## config.mk

```make
export PLATFORM = sky130hd
export DESIGN_NAME = servo_sync_write_framer_core
export DESIGN_NICKNAME = d
export VERILOG_FILES = /design/src/rtl/ssw_pkg.sv /design/src/rtl/servo_sync_write_framer_core.sv /design/src/rtl/ssw_front.sv /design/src/rtl/ssw_queue.sv /design/src/rtl/ssw_back.sv
export SDC_FILE = /design/constraint.sdc
export NUM_CORES = 1
export LEC_CHECK = 0
export BUFFER_PORTS_ARGS = -buffer_cell sky130_fd_sc_hd__buf_2
export CORE_MARGIN = 2
export CORE_UTILIZATION = 50
export DETAILED_ROUTE_END_ITERATION = 12
export PLACE_DENSITY = 0.71
export SKIP_LAST_GASP = 1
export SLEW_MARGIN = 20
export SYNTH_ARGS = -nofsm -noshare
export SYNTH_HDL_FRONTEND = slang
export SYNTH_HIERARCHICAL = 1
export SYNTH_SLANG_ARGS = --single-unit
```

## constraint.sdc

```tcl
create_clock -name clock -period 5.45 [get_ports clock]
set_input_delay 0.2725 -clock clock [delete_from_list [all_inputs] [get_ports clock]]
set_output_delay 0.2725 -clock clock [all_outputs]
set_load 0.1 [all_outputs]
```

## src/rtl/ssw_pkg.sv

```systemverilog
// Shared types and constants for the servo sync-write packet framer.
package ssw_pkg;

   localparam logic [7:0] HDR_BYTE   = 8'hFF;
   localparam logic [7:0] BCAST_ID   = 8'hFE;
   localparam logic [7:0] SYNC_WRITE = 8'h83;
   localparam logic [7:0] DATA_LEN   = 8'h02;
   localparam logic [7:0] LEN_BASE   = 8'h04;

   localparam logic [6:0] SERVO_COUNT_RESET   = 7'd12;
   localparam logic [7:0] START_ADDRESS_RESET = 8'h1E;

   // Entries held between the front and the back.
   localparam int QUEUE_DEPTH = 2;

   typedef enum logic {
      CSR_SERVO_COUNT   = 1'b0,
      CSR_START_ADDRESS = 1'b1
   } csr_index_type;

   // Byte slots of one entry's output run.
   typedef enum logic [3:0] {
      STEP_HDR0   = 4'd0,
      STEP_HDR1   = 4'd1,
      STEP_BCAST  = 4'd2,
      STEP_LEN    = 4'd3,
      STEP_INSTR  = 4'd4,
      STEP_ADDR   = 4'd5,
      STEP_DLEN   = 4'd6,
      STEP_ID     = 4'd7,
      STEP_POS_LO = 4'd8,
      STEP_POS_HI = 4'd9,
      STEP_CSUM   = 4'd10
   } step_type;

   typedef struct packed {
      logic [7:0]  servo_id;
      logic [15:0] goal_position;
   } req_payload_type;

   typedef struct packed {
      logic [7:0] out_byte;
      logic       end_of_run;
      logic       end_of_packet;
   } rsp_payload_type;

   // One classified entry as the front hands it to the back.
   typedef struct packed {
      logic        hdr;
      logic        last;
      logic [7:0]  length;
      logic [7:0]  start_address;
      logic [7:0]  servo_id;
      logic [15:0] goal_position;
   } job_type;

   typedef struct packed {
      logic push;
      logic pop;
   } queue_ctrl_type;

   typedef struct packed {
      logic full;
      logic empty;
   } queue_status_type;

endpackage

```

## src/rtl/servo_sync_write_framer_core.sv

```systemverilog
// Top level of the servo sync-write packet framer: front, entry queue and byte back end.
//
//   channel  direction  handshake            item
//   req      in         req_valid/req_stall  one servo entry (id, goal position)
//   rsp      out        rsp_valid/rsp_stall  one packet byte with run and packet marks
//   csr      in         csr_wr_en            register write (index, data)
//
// Each entry yields three bytes, seven more on the first entry of a packet and one
// checksum byte on the closing entry, so an entry occupies 3 to 11 bytes of output.
// The byte-wide output register lets one byte leave per cycle without stall.
// Synchronous reset restores a count of 12, start address 0x1E and the start of a packet.
// A stalled output holds its byte; entries keep entering the two-deep queue until it fills,
// and req_stall rises only while the queue is full.
module servo_sync_write_framer_core #(
   parameter int MAX_SERVOS = 83
) (
   input  logic                     clock,
   input  logic                     reset,
   input  logic                     req_valid,
   output logic                     req_stall,
   input  ssw_pkg::req_payload_type req_data,
   output logic                     rsp_valid,
   input  logic                     rsp_stall,
   output ssw_pkg::rsp_payload_type rsp_data,
   input  logic                     csr_wr_en,
   input  ssw_pkg::csr_index_type   csr_index,
   input  logic [7:0]               csr_wdata
);

   ssw_pkg::job_type          front_job;
   ssw_pkg::job_type          head_job;
   ssw_pkg::queue_ctrl_type   q_ctrl;
   ssw_pkg::queue_status_type q_status;
   logic                      accept;
   logic                      back_pop;

   // An item enters whenever the queue has room.
   assign req_stall   = q_status.full;
   assign accept      = req_valid && !q_status.full;
   assign q_ctrl.push = accept;
   assign q_ctrl.pop  = back_pop;

   ssw_front #(
      .MAX_SERVOS (MAX_SERVOS)
   ) u_front (
      .clock     (clock),
      .reset     (reset),
      .csr_wr_en (csr_wr_en),
      .csr_index (csr_index),
      .csr_wdata (csr_wdata),
      .accept    (accept),
      .req_data  (req_data),
      .job       (front_job)
   );

   ssw_queue u_queue (
      .clock  (clock),
      .reset  (reset),
      .ctrl   (q_ctrl),
      .wr_job (front_job),
      .rd_job (head_job),
      .status (q_status)
   );

   // The back end reads the queue head directly and pops it with the last byte of its run.
   ssw_back u_back (
      .clock      (clock),
      .reset      (reset),
      .head       (head_job),
      .head_valid (!q_status.empty),
      .pop        (back_pop),
      .rsp_valid  (rsp_valid),
      .rsp_stall  (rsp_stall),
      .rsp_data   (rsp_data)
   );

   a_stall_when_full: assert property (@(posedge clock) disable iff (reset)
      req_stall == q_status.full)
      else $error("input stall does not follow queue occupancy");

   a_pop_with_run_end: assert property (@(posedge clock) disable iff (reset)
      back_pop |=> rsp_valid && rsp_data.end_of_run)
      else $error("entry left the queue without an end-of-run byte");

   a_run_end_popped: assert property (@(posedge clock) disable iff (reset)
      !rsp_valid || !rsp_stall ##0 !q_status.empty ##1 rsp_valid && rsp_data.end_of_run
      |-> $past(back_pop))
      else $error("end-of-run byte produced without releasing its entry");

endmodule

```

## src/rtl/ssw_front.sv

```systemverilog
// Front end: configuration registers, entry counting and packet classification.
module ssw_front #(
   parameter int MAX_SERVOS = 83
) (
   input  logic                     clock,
   input  logic                     reset,
   input  logic                     csr_wr_en,
   input  ssw_pkg::csr_index_type   csr_index,
   input  logic [7:0]               csr_wdata,
   input  logic                     accept,
   input  ssw_pkg::req_payload_type req_data,
   output ssw_pkg::job_type         job
);

   logic [6:0] servo_count_ff, servo_count_in;
   logic [7:0] start_address_ff, start_address_in;
   logic [6:0] entries_sent_ff, entries_sent_in;
   logic [6:0] cnt;
   logic [6:0] entries_next;
   logic       last;

   always_comb begin
      servo_count_in   = servo_count_ff;
      start_address_in = start_address_ff;
      if (csr_wr_en) begin
         case (csr_index)
            ssw_pkg::CSR_SERVO_COUNT:   servo_count_in   = csr_wdata[6:0];
            ssw_pkg::CSR_START_ADDRESS: start_address_in = csr_wdata;
            default: ;
         endcase
      end
   end

   // A count of zero acts as one, a count above the limit as the limit.
   always_comb begin
      cnt = servo_count_ff;
      if (servo_count_ff == 7'd0) begin
         cnt = 7'd1;
      end
      if (servo_count_ff > 7'(MAX_SERVOS)) begin
         cnt = 7'(MAX_SERVOS);
      end
   end

   assign entries_next = entries_sent_ff + 7'd1;
   assign last         = (entries_next >= cnt);

   always_comb begin
      entries_sent_in = entries_sent_ff;
      if (accept) begin
         entries_sent_in = last ? 7'd0 : entries_next;
      end
   end

   always_comb begin
      job.hdr           = (entries_sent_ff == 7'd0);
      job.last          = last;
      job.length        = ssw_pkg::LEN_BASE + {1'b0, cnt} + {cnt, 1'b0};
      job.start_address = start_address_ff;
      job.servo_id      = req_data.servo_id;
      job.goal_position = req_data.goal_position;
   end

   always_ff @(posedge clock) begin
      if (reset) begin
         servo_count_ff   <= ssw_pkg::SERVO_COUNT_RESET;
         start_address_ff <= ssw_pkg::START_ADDRESS_RESET;
         entries_sent_ff  <= 7'd0;
      end else begin
         servo_count_ff   <= servo_count_in;
         start_address_ff <= start_address_in;
         entries_sent_ff  <= entries_sent_in;
      end
   end

   a_entries_in_range: assert property (@(posedge clock) disable iff (reset)
      entries_sent_ff < 7'(MAX_SERVOS))
      else $error("entry count reached the packet limit");

   a_wrap_after_last: assert property (@(posedge clock) disable iff (reset)
      accept && last |=> entries_sent_ff == 7'd0)
      else $error("entry count did not restart after the closing entry");

   a_count_clamped: assert property (@(posedge clock) disable iff (reset)
      cnt != 7'd0 && cnt <= 7'(MAX_SERVOS))
      else $error("effective count out of range");

endmodule

```

## src/rtl/ssw_queue.sv

```systemverilog
// Short first-in first-out queue of classified entries between front and back.
module ssw_queue (
   input  logic                      clock,
   input  logic                      reset,
   input  ssw_pkg::queue_ctrl_type   ctrl,
   input  ssw_pkg::job_type          wr_job,
   output ssw_pkg::job_type          rd_job,
   output ssw_pkg::queue_status_type status
);

   localparam int DEPTH  = ssw_pkg::QUEUE_DEPTH;
   localparam int PTR_W  = (DEPTH > 1) ? $clog2(DEPTH) : 1;
   localparam int CNT_W  = $clog2(DEPTH + 1);
   localparam logic [PTR_W-1:0] PTR_LAST = PTR_W'(DEPTH - 1);

   ssw_pkg::job_type slot_ff [DEPTH];
   logic [PTR_W-1:0] wr_ptr_ff, wr_ptr_in;
   logic [PTR_W-1:0] rd_ptr_ff, rd_ptr_in;
   logic [CNT_W-1:0] count_ff, count_in;
   logic             do_push;
   logic             do_pop;

   assign status.full  = (count_ff == CNT_W'(DEPTH));
   assign status.empty = (count_ff == '0);
   assign do_push      = ctrl.push && !status.full;
   assign do_pop       = ctrl.pop && !status.empty;
   assign rd_job       = slot_ff[rd_ptr_ff];

   always_comb begin
      wr_ptr_in = wr_ptr_ff;
      rd_ptr_in = rd_ptr_ff;
      count_in  = count_ff;
      if (do_push) begin
         wr_ptr_in = (wr_ptr_ff == PTR_LAST) ? '0 : wr_ptr_ff + PTR_W'(1);
      end
      if (do_pop) begin
         rd_ptr_in = (rd_ptr_ff == PTR_LAST) ? '0 : rd_ptr_ff + PTR_W'(1);
      end
      if (do_push && !do_pop) begin
         count_in = count_ff + CNT_W'(1);
      end else if (do_pop && !do_push) begin
         count_in = count_ff - CNT_W'(1);
      end
   end

   always_ff @(posedge clock) begin
      if (do_push) begin
         slot_ff[wr_ptr_ff] <= wr_job;
      end
   end

   always_ff @(posedge clock) begin
      if (reset) begin
         wr_ptr_ff <= '0;
         rd_ptr_ff <= '0;
         count_ff  <= '0;
      end else begin
         wr_ptr_ff <= wr_ptr_in;
         rd_ptr_ff <= rd_ptr_in;
         count_ff  <= count_in;
      end
   end

   a_count_bound: assert property (@(posedge clock) disable iff (reset)
      count_ff <= CNT_W'(DEPTH))
      else $error("queue holds more entries than its depth");

   a_no_push_full: assert property (@(posedge clock) disable iff (reset)
      status.full && !do_pop |=> status.full)
      else $error("queue lost an entry while full");

   a_no_pop_empty: assert property (@(posedge clock) disable iff (reset)
      status.empty && !do_push |=> status.empty)
      else $error("queue produced an entry while empty");

endmodule

```

## src/rtl/ssw_back.sv

```systemverilog
// Back end: walks each entry's byte slots, keeps the checksum and drives the output register.
module ssw_back (
   input  logic                      clock,
   input  logic                      reset,
   input  ssw_pkg::job_type          head,
   input  logic                      head_valid,
   output logic                      pop,
   output logic                      rsp_valid,
   input  logic                      rsp_stall,
   output ssw_pkg::rsp_payload_type  rsp_data
);

   logic                     active_ff, active_in;
   ssw_pkg::step_type        step_ff, step_in;
   ssw_pkg::step_type        cur_step;
   ssw_pkg::step_type        end_step;
   logic [7:0]               sum_ff, sum_in;
   logic                     rsp_valid_ff, rsp_valid_in;
   ssw_pkg::rsp_payload_type rsp_data_ff, rsp_data_in;
   logic                     advance;
   logic [7:0]               cur_byte;
   logic                     summed;

   assign advance  = !rsp_valid_ff || !rsp_stall;
   assign cur_step = active_ff ? step_ff
                   : (head.hdr ? ssw_pkg::STEP_HDR0 : ssw_pkg::STEP_ID);
   assign end_step = head.last ? ssw_pkg::STEP_CSUM : ssw_pkg::STEP_POS_HI;

   always_comb begin
      cur_byte = ssw_pkg::HDR_BYTE;
      summed   = 1'b1;
      case (cur_step)
         ssw_pkg::STEP_HDR0:   begin cur_byte = ssw_pkg::HDR_BYTE; summed = 1'b0; end
         ssw_pkg::STEP_HDR1:   begin cur_byte = ssw_pkg::HDR_BYTE; summed = 1'b0; end
         ssw_pkg::STEP_BCAST:  cur_byte = ssw_pkg::BCAST_ID;
         ssw_pkg::STEP_LEN:    cur_byte = head.length;
         ssw_pkg::STEP_INSTR:  cur_byte = ssw_pkg::SYNC_WRITE;
         ssw_pkg::STEP_ADDR:   cur_byte = head.start_address;
         ssw_pkg::STEP_DLEN:   cur_byte = ssw_pkg::DATA_LEN;
         ssw_pkg::STEP_ID:     cur_byte = head.servo_id;
         ssw_pkg::STEP_POS_LO: cur_byte = head.goal_position[7:0];
         ssw_pkg::STEP_POS_HI: cur_byte = head.goal_position[15:8];
         ssw_pkg::STEP_CSUM:   begin cur_byte = ~sum_ff; summed = 1'b0; end
         default:              begin cur_byte = ssw_pkg::HDR_BYTE; summed = 1'b0; end
      endcase
   end

   always_comb begin
      active_in    = active_ff;
      step_in      = step_ff;
      sum_in       = sum_ff;
      rsp_valid_in = rsp_valid_ff;
      rsp_data_in  = rsp_data_ff;
      pop          = 1'b0;
      if (advance) begin
         rsp_valid_in = head_valid;
         if (head_valid) begin
            rsp_data_in.out_byte      = cur_byte;
            rsp_data_in.end_of_run    = (cur_step == end_step);
            rsp_data_in.end_of_packet = (cur_step == ssw_pkg::STEP_CSUM);
            if (cur_step == ssw_pkg::STEP_HDR0 || cur_step == ssw_pkg::STEP_CSUM) begin
               sum_in = 8'd0;
            end else if (summed) begin
               sum_in = sum_ff + cur_byte;
            end
            if (cur_step == end_step) begin
               pop       = 1'b1;
               active_in = 1'b0;
            end else begin
               active_in = 1'b1;
               step_in   = ssw_pkg::step_type'(cur_step + 4'd1);
            end
         end
      end
   end

   always_ff @(posedge clock) begin
      step_ff     <= step_in;
      sum_ff      <= sum_in;
      rsp_data_ff <= rsp_data_in;
   end

   always_ff @(posedge clock) begin
      if (reset) begin
         active_ff    <= 1'b0;
         rsp_valid_ff <= 1'b0;
      end else begin
         active_ff    <= active_in;
         rsp_valid_ff <= rsp_valid_in;
      end
   end

   assign rsp_valid = rsp_valid_ff;
   assign rsp_data  = rsp_data_ff;

   a_active_has_head: assert property (@(posedge clock) disable iff (reset)
      active_ff |-> head_valid)
      else $error("byte sequencer running without a queued entry");

   a_eop_ends_run: assert property (@(posedge clock) disable iff (reset)
      rsp_valid_ff && rsp_data_ff.end_of_packet |-> rsp_data_ff.end_of_run)
      else $error("checksum item not marked as end of run");

   a_step_in_range: assert property (@(posedge clock) disable iff (reset)
      active_ff |-> step_ff <= ssw_pkg::STEP_CSUM && step_ff != ssw_pkg::STEP_HDR0)
      else $error("byte sequencer step out of range");

   a_sum_cleared: assert property (@(posedge clock) disable iff (reset)
      advance && head_valid && cur_step == ssw_pkg::STEP_CSUM |=> sum_ff == 8'd0)
      else $error("checksum accumulator not cleared after packet close");

endmodule
```

### After elaboration in Yosys (flattened, before gate mapping)

Memories as Yosys holds them, arrays and structs flattened. A register that Yosys moved wholly into a read port is not among the register bits.
Cells that the tools add are included.

| cells by class | value |
|---|---|
| add/sub/neg operators | 9 |
| magnitude comparators | 2 |
| equality and inequality tests | 11 |
| muxes and demuxes | 21 |
| bitwise logic cells | 4 |
| reduce and logical (&&, ||, !) cells | 25 |

Operator list:

| operator | count |
|---|---|
| 8-bit one-hot mux with 9 select lines | 1 |
| 7-bit 2-to-1 mux | 3 |
| 8-bit adder | 2 |
| 4-bit by 3-bit equality test with 1-bit output (second input constant) | 4 |
| 7-bit zero test | 2 |
| 4-bit equality test (second input constant) | 3 |
| 1-bit 2-to-1 mux | 11 |
| 3-bit by 7-bit adder with 8-bit output (first input constant) | 1 |
| 4-bit by 2-bit equality test with 1-bit output (second input constant) | 2 |
| 8-bit 2-to-1 mux | 1 |
| 8-bit inverter | 1 |
| 8-bit OR reduction | 1 |
| 7-bit by 1-bit adder with 7-bit output (second input constant) | 1 |
| 7-bit greater-or-equal comparator | 1 |
| 7-bit greater-than comparator (second input constant) | 1 |
| 1-bit zero test | 6 |
| 2-bit 2-to-1 mux | 3 |
| 2-bit AND reduction | 3 |
| 3-bit AND reduction | 2 |
| 1-bit logical AND | 5 |
| 4-bit by 1-bit adder with 4-bit output (second input constant) | 1 |
| 4-bit equality test | 1 |
| 4-bit zero test | 1 |
| 4-bit 2-to-1 mux | 1 |
| 9 further kinds | 14 |

| storage, ports and cells | value |
|---|---|
| register bits | 50 |
| memory bits (writable) | 84 |
| input bits | 38 |
| output and inout port bits | 12 |
| memories kept | 1 |

Memory list:

| memory | words | bits a word | rd ports | clocked after memory_dff | wr ports | line | text |
|---|---|---|---|---|---|---|---|
| u_queue.slot_ff | 2 | 42 | 1 | 1 | 1 | ssw_queue.sv:16 | `ssw_pkg::job_type slot_ff [DEPTH];` |

### Longest topological paths before layout

Gate-level depths: netlist (run 1).

| depth | value |
|---|---|
| word-level depth | 10 |
| gate-level depth with buffers | 15 |
| gate-level depth less buffers | 13 |

### Modules after synthesis

Netlist (run 1), hierarchy kept.

By module, submodules not included:

| module | instances | cells an instance | area each (sq um) | sequential area each (sq um) |
|---|---|---|---|---|
| ssw_queue | 1 | 156 | 3238.1 | 2622.5 |
| ssw_front | 1 | 213 | 1701.6 | 440.4 |
| ssw_back | 1 | 170 | 1664.1 | 700.7 |
| servo_sync_write_framer_core | 1 | 2 | 17.5 | 0.0 |

### Worst setup path after synthesis (run 1)

OpenSTA, ideal clock, no wires.

| timing | value |
|---|---|
| kind | reg2reg |
| from | register (tool-made name) |
| to | register u_back.sum_ff[6] (data pin) |
| setup time | 0.257 ns |
| arrival | 2.994 ns |
| slack | 2.200 ns |
| cell stages (with the launch flop) | 16 |
| path buffers | 2 |
| clock period less this slack | 3.250 ns |
| cells stage by stage | dfxtp_1 -> buf_2 -> buf_2 -> mux2_2 -> nor2_1 -> a31oi_1 -> a211oi_1 -> nand3_1 -> ha_1 -> fa_1 -> a21o_1 -> a21oi_1 -> o21bai_1 -> a21oi_1 -> xor2_1 -> nor2_1 |

RTL lines:

| element | line | text |
|---|---|---|
| end signal: assignment | ssw_back.sv:79 | `sum_ff <= sum_in;` |
| end: declaration | ssw_back.sv:17 | `logic [7:0] sum_ff, sum_in;` |

==> results of run 1 <==
## per-layer routing
metal	global-route usage (%)	up-vias	part of all wire [%]
met5	0	-	0
met4	7.589	0	1.7
met3	5.987	18	5.9
met2	32.18	124	50
met1	23.17	2074	42
li1	-	2015	-
## synth_stat cells (2+ instances only)
| master | count | area share (%) |
|---|---|---|
| edfxtp_1 | 106 | 48 |
| mux2_2 | 42 | 7.1 |
| nand2_1 | 36 | 2.0 |
| nor2_1 | 34 | 1.9 |
| dfxtp_1 | 29 | 8.8 |
| a21oi_1 | 28 | 2.1 |
| buf_4 | 26 | 2.9 |
| inv_1 | 22 | 1.2 |
| ha_1 | 21 | 4.0 |
| nand3_1 | 20 | 1.5 |
| nand2b_1 | 12 | 1.1 |
| xnor2_1 | 12 | 1.6 |
| xor2_1 | 11 | 1.5 |
| buf_2 | 10 | 0.76 |
| clkbuf_1 | 8 | 0.45 |
| a222oi_1 | 7 | 1.1 |
| and3_1 | 7 | 0.66 |
| nand3b_1 | 7 | 0.79 |
| nor2b_1 | 7 | 0.66 |
| nor3_1 | 7 | 0.53 |
| or3_1 | 7 | 0.66 |
| a21o_1 | 6 | 0.68 |
| o21ai_0 | 6 | 0.45 |
| a211o_1 | 4 | 0.53 |
| a31oi_1 | 4 | 0.38 |
| and2_1 | 4 | 0.38 |
| mux2i_1 | 4 | 0.60 |
| a211oi_1 | 3 | 0.34 |
| a221oi_1 | 3 | 0.40 |
| buf_6 | 3 | 0.51 |
| nand3_2 | 3 | 0.45 |
| o22ai_1 | 3 | 0.28 |
| or2_2 | 3 | 0.28 |
| a31o_2 | 2 | 0.26 |
| fa_1 | 2 | 0.60 |
| nor3b_1 | 2 | 0.23 |
| o21bai_1 | 2 | 0.23 |
## cell type report
class	instances	share of cell area (%)
tap	176	2.967
clock inverter	11	2.664
clock buffer	19	5.833
inverter	22	1.113
timing repair buffer	51	3.506
multi-input combinational	336	33.19
sequential	135	50.72
## where the power goes
group	internal, µW	leakage, µW	switching (µW)
registers	1500	0.00122	182
logic	518	0.00128	1060
clock network	809	0.000304	417
## metrics by stage
step                      utilization, %  hold slack (ns)
after floorplan                        -           0.3416
after global placement             51.90           0.4377
after detailed placement           51.90           0.4570
after CTS                          56.72          0.02909
after global routing               56.72          0.01714
final                              56.72          0.04622
## worst paths after layout
| kind | start | end | slack [ns] | cells after the start |
|---|---|---|---|---|
| setup / recovery | flop | u_back/sum_ff[6] | 1.68 | 13 |
| hold / removal | req_data[22] | u_queue/slot_ff[1][22] | 0.05 | 1 |
| setup reg to reg | flop | u_back/sum_ff[6] | 1.68 | 13 |
| hold reg to reg | u_front/start_address_ff[5] | u_queue/slot_ff[0][29] | 0.46 | 0 |
## kinds of logic (layout without fill, tap and decap cells)
family          count (synthesis)  after routing  share of synthesized area, %
compound gates                 83             83                         8.863
xor+xnor                       23             23                         3.042
simple gates                  161            161                         12.96
mux                            46             46                         7.748
flops                         135            135                         56.84
fa+ha+maj                      23             23                         4.573
buf+inv                        70            103                         5.971
## registers in the layout, indices dropped and copies added (netlist names), named ones only
name and cells:
u_back/active_ff 1, u_back/rsp_data 10, u_back/rsp_valid 1, u_back/step_ff 4, u_back/sum_ff 8, u_front/entries_sent_ff 7, u_front/servo_count_ff 7, u_front/start_address_ff 8
u_queue/count_ff 2, u_queue/rd_ptr_ff 1, u_queue/slot_ff 84, u_queue/wr_ptr_ff 1
==> impl_results.md, run 1 <==
- Area grow syn2layout: 12.09%
- Post-synthesis sequential area ratio: between 50% and 60%
- Endpoint class of the critical path: flop
- Die area: approximately 0.014 mm²
- WP buf/inv: 1
- Worst-margin pin slew: 1.034 ns
- Avg Cell Area, Syn: about 12 µm²
- Total of flip-flops plus latches after synthesis: ~140
- Longest Clk Path Bufs: 2
- Worst-path cell chain: buf_4 -> mux2_2 -> mux2i_1 -> o22ai_1 -> a222oi_1 -> nand3_1 -> ha_1 -> a21o_1 -> a21oi_1 -> o21bai_1 -> a21oi_1 -> xor2_1 -> nor2_1
- Cts repair resizes: 0
- RePlAce Congestion: 0.9590
- PwrDens: around 600 mW/mm²
- Layout cells sized above 1: 24.56%
- Clock Skew: about 0.0067 ns
- Relative slew margins: 31.05%
- Final instance area: 0.007422 mm²
- Max cap viols: 0
- Starting Density: between 50 and 60%
- Post-CTS Setup Bufs: 0
- Commonest non-fill, non-tap cell in the layout: edfxtp_1
- CTS root buf: clkbuf_16
- CP arrival: slightly below 4 ns
- Kind of cell adding the most delay to the critical path: compound AO/OA/AOI/OAI gates
- Die height: ~120 µm
- RSZ-0062 raised after global routing: false
- Final total power: 4488 µW
- Pin count of the biggest net entering global routing: 43
- Most frequent cells in the layout: edfxtp_1, buf_2, mux2_2
- Total gr overflow: 0
- FF+latch area: about 0.0038 mm²
- Status: completed
- Post-Place Setup Slack: about 1.7 ns
- CTS tree: done
- Port bufs: 49
- Slowest CP cell: dfxtp_2
- Cell count after placement: between 700 and 800
- CTS clk-pin slew, worst paths: roughly 0.060 ns
- Filler cell count in the final layout: 1061
- Footprint of the multi-input gates: roughly 0.0025 mm²
- Die width: 119.1 µm
- Row count: 42
- Async S/R FF share, synth: 0%
- Hold Fails Final Rpt: 0
- Core area: between 0.01 and 0.015 mm²
- CP required: approximately 5.6 ns
- Number of antenna repair diodes: 0
- Hpwl dp: between 8000 and 9000 µm
- Initial antenna violation count: 0
- DR DRC count: 0
- DRT antenna net count: 0
- Dpl cell area: between 0.006 and 0.007 mm²
- Dominant synthesized flop cell: edfxtp_1
- H-tree level count: 4
- P_leak: approximately 0.0028 µW
- Latest clock arrival within the worst-skew pair: 0.41 ns
- DR WL/cell: roughly 17 µm
- Count of pins over their slew limit: 0
- Pre-antenna DRT Iters: 7
- Final Cycle Share: 69.17%
- Hold_buf cts: 0
- Clock sink count: between 100 and 150
- Ys Warns: 6
- Syn_nets: between 600 and 700
- Routed WL: approximately 13000 µm
- CP Launch Type: flop
- Distinct cell type count after synthesis: 65
- CP max FO: 25
- DRT iter0 DRCs: 307
- Non-Filler Instances: 750
- Cell mode on critical path: a21oi_1
- Num ports: 50
- # setup viols final: 0
- Post-Synthesis Cells: approximately 540
- Vias: around 4200
- HP Class: in2reg
- First-pass GRT wire length: approximately 21000 µm
- Critical path's largest stage delay: roughly 0.72 ns
- Setup TNS: 0 ns
- Mapped cell area: between 0.006 and 0.007 mm²
- Peak supply drop: between 0.2 and 0.25 mV
- Avg Vias per Cell: roughly 5.6
- EDFF count, synth: roughly 110
- F_max: roughly 270 MHz
- Num CTS Buffers: 17
- Nets: ~620
- Vias in the first global route: 4258
- Final worst slack: between 1.5 and 2 ns
- GRT Util Overall: between 15 and 20%
- WS Path Type: reg2reg
- Final period demand of the worst path: roughly 3.8 ns
(Power assumes the default switching activity.)
==> inputs of run 2 (changes only) <==
ABC_AREA = 1   (was not set)
clock period = 3.6 ns   (was 5.45 ns; I/O delays follow)
==> impl_results.md, run 2 <==
- Mapped cell area: 0.006889 mm² (was 0.006621 mm²)
- P_leak: 0.003286 µW (was 0.002804 µW)
- Vias: 4507 (was 4231)
- Avg Cell Area, Syn: 11.26 µm² (was 12.24 µm²)
- Clock Skew: 0.008386 ns (was 0.006708 ns)
- Total of flip-flops plus latches after synthesis: 135 (unchanged)
- Avg Vias per Cell: 5.186 (was 5.641)
- CP max FO: 7 (was 25)
- Hpwl dp: 9082 µm (was 8675 µm)
- Distinct cell type count after synthesis: 43 (was 65)
- Post-Synthesis Cells: 612 (was 541)
- Row count: 42 (unchanged)
- EDFF count, synth: 106 (unchanged)
- Area share of the largest cell type after synthesis: 46.20% (was 48.07%)
- CTS clk-pin slew, worst paths: 0.06 ns (about the same)
- CP required: 3.87 ns (was 5.61 ns)
- Async S/R FF share, synth: 0% (unchanged)
- Layout cells sized above 1: 25.54% (was 24.56%)
- Longest Clk Path Bufs: 2 (unchanged)
- Setup TNS: 0 ns (unchanged)
- Area grow syn2layout: 15.73% (was 12.09%)
- Total gr overflow: 0 (unchanged)
- Pre-antenna DRT Iters: 5 (was 7)
- Relative slew margins: 54.14% (was 31.05%)
- Max reg flops: 84 (unchanged)
- Clock sink count: 135 (unchanged)
- DRT iter0 DRCs: 399 (was 307)
- DRT antenna net count: 0 (unchanged)
- Most frequent cell after synthesis: edfxtp_1 (unchanged)
- Hold_buf cts: 30 (was 0)
- Initial antenna violation count: 0 (unchanged)
- Hold Fails Final Rpt: 0 (unchanged)
- Syn_nets: 673 (was 602)
- Nets: 741 (was 624)
- Count of pins over their slew limit: 0 (unchanged)
- PwrDens: 678.4 mW/mm² (was 604.7 mW/mm²)
- Synth cell count leaders: edfxtp_1, nand2_1, inv_1 (was edfxtp_1, mux2_2, nand2_1)
- Die height: 121.4 µm (was 119.1 µm)
- Die width: 121.4 µm (was 119.1 µm)
- CP arrival: 3.44 ns (was 3.93 ns)
- Pin count of the biggest net entering global routing: 43 (unchanged)
- Endpoint class of the critical path: flop (unchanged)
- RePlAce Congestion: 0.8868 (was 0.9590)
- Ys Warns: 6 (unchanged)
- Final period demand of the worst path: 3.173 ns (was 3.770 ns)
- Core area: 0.01335 mm² (was 0.01309 mm²)
- # setup viols final: 0 (unchanged)
- Post-synthesis sequential area ratio: 54.63% (was 56.84%)
- Port bufs: 49 (unchanged)
- Commonest non-fill, non-tap cell in the layout: edfxtp_1 (unchanged)
- Dominant synthesized flop cell: edfxtp_1 (unchanged)
- Starting Density: 51.61% (was 50.60%)
- HP Class: in2reg (unchanged)
- CTS root buf: clkbuf_16 (unchanged)
- Cts repair resizes: 0 (unchanged)
- Dominant cells by area after synthesis: edfxtp_1, mux2_4, dfxtp_1, nand2_1, ha_1 (was edfxtp_1, dfxtp_1, mux2_2, ha_1, buf_4)
- Num ports: 50 (unchanged)
- Peak supply drop: 0.4697 mV (was 0.2392 mV)
- Vias in the first global route: 4415 (was 4258)
- GRT Util Overall: 19.01% (was 19.22%)
- Status: completed (unchanged)
- First-pass GRT wire length: 21320 µm (was 21010 µm)
- H-tree level count: 4 (unchanged)
- CTS tree: done (unchanged)
- CP Launch Type: flop (unchanged)
- Die area: 0.01473 mm² (was 0.01418 mm²)
- Max cap viols: 0 (unchanged)
- Most frequent cells in the layout: edfxtp_1, nand2_1, inv_1 (was edfxtp_1, buf_2, mux2_2)
- Cell count after placement: 807 (was 720)
- Routed WL: 13170 µm (was 12700 µm)
- Non-Filler Instances: 869 (was 750)
- F_max: 315.1 MHz (was 265.3 MHz)
- RSZ-0062 raised after global routing: false (unchanged)
- Num CTS Buffers: 17 (unchanged)
- Post-CTS Setup Bufs: 0 (unchanged)
- Largest register by flop count: u_queue/slot_ff (unchanged)
- Worst-margin pin slew: 0.6847 ns (was 1.034 ns)
- Final Cycle Share: 88.14% (was 69.17%)
- DR WL/cell: 15.16 µm (was 16.93 µm)
- Number of antenna repair diodes: 0 (unchanged)
- Latest clock arrival within the worst-skew pair: 0.42 ns (was 0.41 ns)
- Cell taking the most area after synthesis: edfxtp_1 (unchanged)
- DR DRC count: 0 (unchanged)
- WS Path Type: reg2reg (unchanged)
==> run 2: cells by family (layout without fill, tap and decap cells) <==
group           Yosys count  in the layout  share of synthesized area [%]
fa+ha+maj                23             23                          4.395
xor+xnor                  9              9                          1.144
compound gates           80             80                          6.756
buf+inv                 106            187                          8.554
mux                      42             42                          9.045
simple gates            217            217                          15.47
flops                   135            135                          54.63
==> run 2: worst max-delay path, stage by stage (launching register included) <==
cell and delay, ns:
dfxtp_2 0.36, mux2_4 0.31, inv_1 0.08, nand2_2 0.10
nand2_2 0.10, nand2_2 0.09, nor2_1 0.39, a221oi_1 0.14
nand4_1 0.13, ha_1 0.20, fa_1 0.22, nand3_1 0.08
nand2_1 0.12, nand2_1 0.06, a21oi_1 0.16, nor2_1 0.07
or2_2 0.27, a21oi_1 0.13
==> run 2: routing by layer <==
metal | wire length (µm) | track usage, % | share of wire (%) | up-vias
li1 | - | - | - | 2232
met4 | 204 | 7.256 | 1.5 | 0
met2 | 6485 | 31.39 | 49 | 110
met1 | 5869 | 24.18 | 45 | 2145
met3 | 613 | 4.699 | 4.7 | 20
met5 | 0 | 0 | 0 | -
==> run 2: worst paths after layout <==
kind                                from                endpoint  slack (ns)  depth (start not counted)
min                            rsp_stall        u_back/rsp_valid        0.04                          3
max                                 flop        u_back/sum_ff[6]        0.43                         17
min reg2reg  u_front/start_address_ff[0]  u_queue/slot_ff[0][24]        0.46                          0
max reg2reg                         flop        u_back/sum_ff[6]        0.43                         17
==> run 2: cell type report <==
cell class              instances  area (µm²)
clock buffers                  18       450.4
inverters                      71       266.5
multi-input cells             371        2551
clock inverters                14       123.9
fillers                      1043        5375
well taps                     176       220.2
flip-flops and latches        135        3765
repair buffers                 84       595.6
==> run 2: stage by stage <==
stage               hold slack [ns]  total power (µW)  instance area (µm²)  worst slack, ns  util, %
finish                      0.04005              5408                 7973           0.4269    59.73
global route                0.04463              5673                 7973           0.1273    59.73
CTS                         0.01894              5425                 7973           0.4958    59.73
detailed placement           0.3718              3711                 7098           0.5184    53.18
global placement             0.3679              3667                 7098           0.6176    53.18
floorplan                    0.2491              3382                 6889           0.1615        -
==> run 2: power by group <==
part | internal [µW] | switching [µW] | total, µW
logic | 535 | 1080 | 1620
clock network | 952 | 709 | 1660
registers | 2020 | 116 | 2130
total | 3500 | 1900 | 5410
==> inputs of run 3 (changes only) <==
CAP_MARGIN = 5   (was not set)
SYNTH_HIERARCHICAL = not set   (was 1)
==> impl_results.md, run 3 <==
- Avg Cell Area, Syn: 10.41 µm² (was 11.26 µm²)
- Comb pwr share: 34.9% (was 29.9%)
- Synth cell count leaders: nand2_1, edfxtp_1, inv_1 (was edfxtp_1, nand2_1, inv_1)
- GRT Util Overall: 22.03% (was 19.01%)
- Die width: 116.1 µm (was 121.4 µm)
- CTS root buf: clkbuf_16 (unchanged)
- Synth Area in Simple Gates: 17.21% (was 15.47%)
- DR DRC count: 0 (unchanged)
- H-tree level count: 4 (unchanged)
- Relative slew margins: 42.89% (was 54.14%)
- Clock Power Share: 29.9% (was 30.7%)
- Dominant cells by area after synthesis: edfxtp_1, dfxtp_1, nand2_1, ha_1, inv_1 (was edfxtp_1, mux2_4, dfxtp_1, nand2_1, ha_1)
- WS Path Type: reg2reg (unchanged)
- Cell taking the most area after synthesis: edfxtp_1 (unchanged)
- Async S/R FF share, synth: 0% (unchanged)
- Starting Density: 51.70% (was 51.61%)
- Largest register by flop count: u_queue.slot_ff (was u_queue/slot_ff)
- DRT antenna net count: 0 (unchanged)
- Worst-margin pin slew: 0.8547 ns (was 0.6847 ns)
- Cell count after placement: 822 (was 807)
- Num CTS Buffers: 17 (unchanged)
- Reg-to-Reg Start: u_back.active_ff
- Post-synthesis sequential area ratio: 59.86% (was 54.63%)
- Final period demand of the worst path: 3.562 ns (was 3.173 ns)
- RePlAce Congestion: 0.8913 (was 0.8868)
- Pre-antenna DRT Iters: 5 (unchanged)
- Longest Clk Path Bufs: 2 (unchanged)
- Dominant synthesized flop cell: edfxtp_1 (unchanged)
- Total of flip-flops plus latches after synthesis: 135 (unchanged)
- Setup TNS: 0 ns (unchanged)
- CP Launch Type: flop (unchanged)
- Net Switching: 2181 µW (was 1905 µW)
- First-pass GRT wire length: 22250 µm (was 21320 µm)
- Pint: 3936 µW (was 3503 µW)
- Critical path startpoint: u_back.active_ff
- DR WL/cell: 16.41 µm (was 15.16 µm)
- Net Sw Frac: 35.65% (was 35.22%)
- Die height: 116.1 µm (was 121.4 µm)
- Adder-cell share of the synthesized area: 7.005% (was 4.395%)
- Post-Synthesis Cells: 604 (was 612)
- Most frequent cells in the layout: nand2_1, edfxtp_1, inv_1 (was edfxtp_1, nand2_1, inv_1)
- Compound-gate portion of the synthesized area: 9.075% (was 6.756%)
- Max reg flops: 84 (unchanged)
- Clock Skew: 0.006648 ns (was 0.008386 ns)
- Largest family of logic cells by synthesized area: simple AND/OR/NAND/NOR gates (unchanged)
- Final worst slack: 0.03753 ns (was 0.4269 ns)
- CP arrival: 3.73 ns (was 3.44 ns)
- Avg Vias per Cell: 5.353 (was 5.186)
- Ys Warns: 0 (was 6)
- DRT iter0 DRCs: 310 (was 399)
- Seq pwr share: 35.2% (was 39.4%)
- Syn_nets: 676 (was 673)
- Peak supply drop: 0.4062 mV (was 0.4697 mV)
- HP Class: in2reg (unchanged)
- Core area: 0.01216 mm² (was 0.01335 mm²)
- Area grow syn2layout: 25.87% (was 15.73%)
- Initial antenna violation count: 0 (unchanged)
- CP required: 3.77 ns (was 3.87 ns)
- Filler cell count in the final layout: 896 (was 1043)
- Post-synthesis xor/xnor area fraction: 1.672% (was 1.144%)
- Pin count of the biggest net entering global routing: 40 (was 43)
- Routed WL: 14630 µm (was 13170 µm)
- Number of antenna repair diodes: 0 (unchanged)
- Vias: 4775 (was 4507)
- Endpoint class of the critical path: flop (unchanged)
- Latest clock arrival within the worst-skew pair: 0.43 ns (was 0.42 ns)
- Die area: 0.01349 mm² (was 0.01473 mm²)
- Area share of the largest cell type after synthesis: 50.63% (was 46.20%)
- Clock sink count: 135 (unchanged)
- Count of pins over their slew limit: 0 (unchanged)
- Commonest non-fill, non-tap cell in the layout: nand2_1 (was edfxtp_1)
- CTS tree: done (unchanged)
- Nets: 783 (was 741)
- Max cap viols: 0 (unchanged)
- EDFF count, synth: 106 (unchanged)
- Non-Filler Instances: 892 (was 869)
- Worst hold margin: 0.02046 ns (was 0.04005 ns)
- Total gr overflow: 0 (unchanged)
- F_max: 280.7 MHz (was 315.1 MHz)
- Distinct cell type count after synthesis: 40 (was 43)
- PwrDens: 772.9 mW/mm² (was 678.4 mW/mm²)
- Status: completed (unchanged)
- # setup viols final: 0 (unchanged)
- CP max FO: 12 (was 7)
- Layout cells sized above 1: 21.55% (was 25.54%)
- Hpwl dp: 9699 µm (was 9082 µm)
- Final Cycle Share: 98.96% (was 88.14%)
- Row count: 40 (was 42)
- Mapped cell area: 0.006287 mm² (was 0.006889 mm²)
- Final total power: 6116 µW (was 5408 µW)
- Post-synthesis mux area share: 0.3184% (was 9.045%)
- P_leak: 0.003252 µW (was 0.003286 µW)
- Hold Fails Final Rpt: 0 (unchanged)
- Vias in the first global route: 4543 (was 4415)
- CTS clk-pin slew, worst paths: 0.06 ns (about the same)
- Most frequent cell after synthesis: nand2_1 (was edfxtp_1)
- Post-Place Setup Slack: -0.1247 ns (was 0.5184 ns)
- Num ports: 50 (unchanged)
- Hold path start: rsp_stall (unchanged)
- Port bufs: 49 (unchanged)
## run 3: changes by cell type after synthesis, moves of 6 or more
cell | previous run | this run
buf_4 | 25 | 0
nor2_2 | 7 | 1
a21oi_1 | 31 | 41
nand2_1 | 79 | 125
inv_1 | 65 | 57
nor3_1 | 3 | 13
xor2_1 | 4 | 10
ha_1 | 21 | 32
nand2_2 | 14 | 5
mux2_4 | 40 | 0
## run 3: cell type report
type / instances / area [µm²] / area share, %
clock inverter: 15 / 198.9 / 2.514
sequential: 135 / 3767 / 47.60
inverter: 64 / 240.2 / 3.036
tap: 168 / 210.2 / 2.656
multi-input combinational: 393 / 2367 / 29.91
timing repair buffer: 100 / 704.4 / 8.901
clock buffer: 17 / 425.4 / 5.375
## run 3: logic make-up (layout without fill, tap and decap cells)
logic type,Yosys count,after routing
adder cells (fa/ha/maj),34,34
XOR/XNOR,12,12
buffers and inverters,76,196
multiplexers,2,2
AO/OA/AOI/OAI,97,97
AND/OR/NAND/NOR,248,248
flip-flops,135,135
## run 3: what timing repair did
| action | 4_1_cts | 5_1_grt |
|---|---|---|
| hold endpoints to repair | 55 | 0 |
| setup endpoints to repair | 1 | 3 |
| pin swaps | 0 | 18 |
| resized for setup | 2 | 38 |
| hold buffers | 29 | 0 |
| buffers inserted | 0 | 9 |
## run 3: path summary, 6_finish.rpt
kind,endpoint,slack [ns],cells past startpoint
max,u_back.sum_ff[6],0.04,22
min,u_back.rsp_valid,0.02,3
max reg2reg,u_back.sum_ff[6],0.04,22
min reg2reg,u_queue.slot_ff[0][31],0.47,0
## run 3: per-stage QoR
stage,util [%],area (µm²)
2_1_floorplan,-,6287
3_3_place_gp,55.83,6790
3_5_place_dp,55.83,6790
4_1_cts,63.41,7711
5_1_grt,65.07,7914
6_report,65.07,7914
## run 3: worst max-delay path: stages (launching register included)
cell and delay [ns]:
dfxtp_1 0.32, inv_2 0.14, nand3_4 0.16, o21ai_4 0.15
inv_2 0.08, ha_1 0.21, inv_2 0.08, nor2_4 0.08
inv_2 0.07, a21oi_1 0.05, nor4_1 0.32, o2111ai_2 0.23
fa_2 0.41, nand2_2 0.11, inv_2 0.04, o21a_1 0.19
nor2_1 0.11, nor2_1 0.07, nor2_1 0.10, nor2_1 0.05
nor2_1 0.14, or2_4 0.14, a21oi_2 0.04
## run 3: power groups by stage
stage / registers (µW) / clock network, µW / logic (µW)
floorplan: 2460 / 0 / 1100
global placement: 2160 / 0 / 1770
detailed placement: 2170 / 0 / 1820
CTS: 2140 / 1840 / 1870
global route: 2180 / 1900 / 2330
finish: 2150 / 1830 / 2130
## run 3: layer usage
layer / wire length (µm) / GRT usage, % / vias up / part of all wire [%]
met5: 0 / 0 / - / 0
met4: 308 / 8.889 / 0 / 2.1
met3: 769 / 5.449 / 23 / 5.3
met2: 7269 / 36.45 / 145 / 50
met1: 6285 / 28.06 / 2311 / 43
li1: - / - / 2296 / -
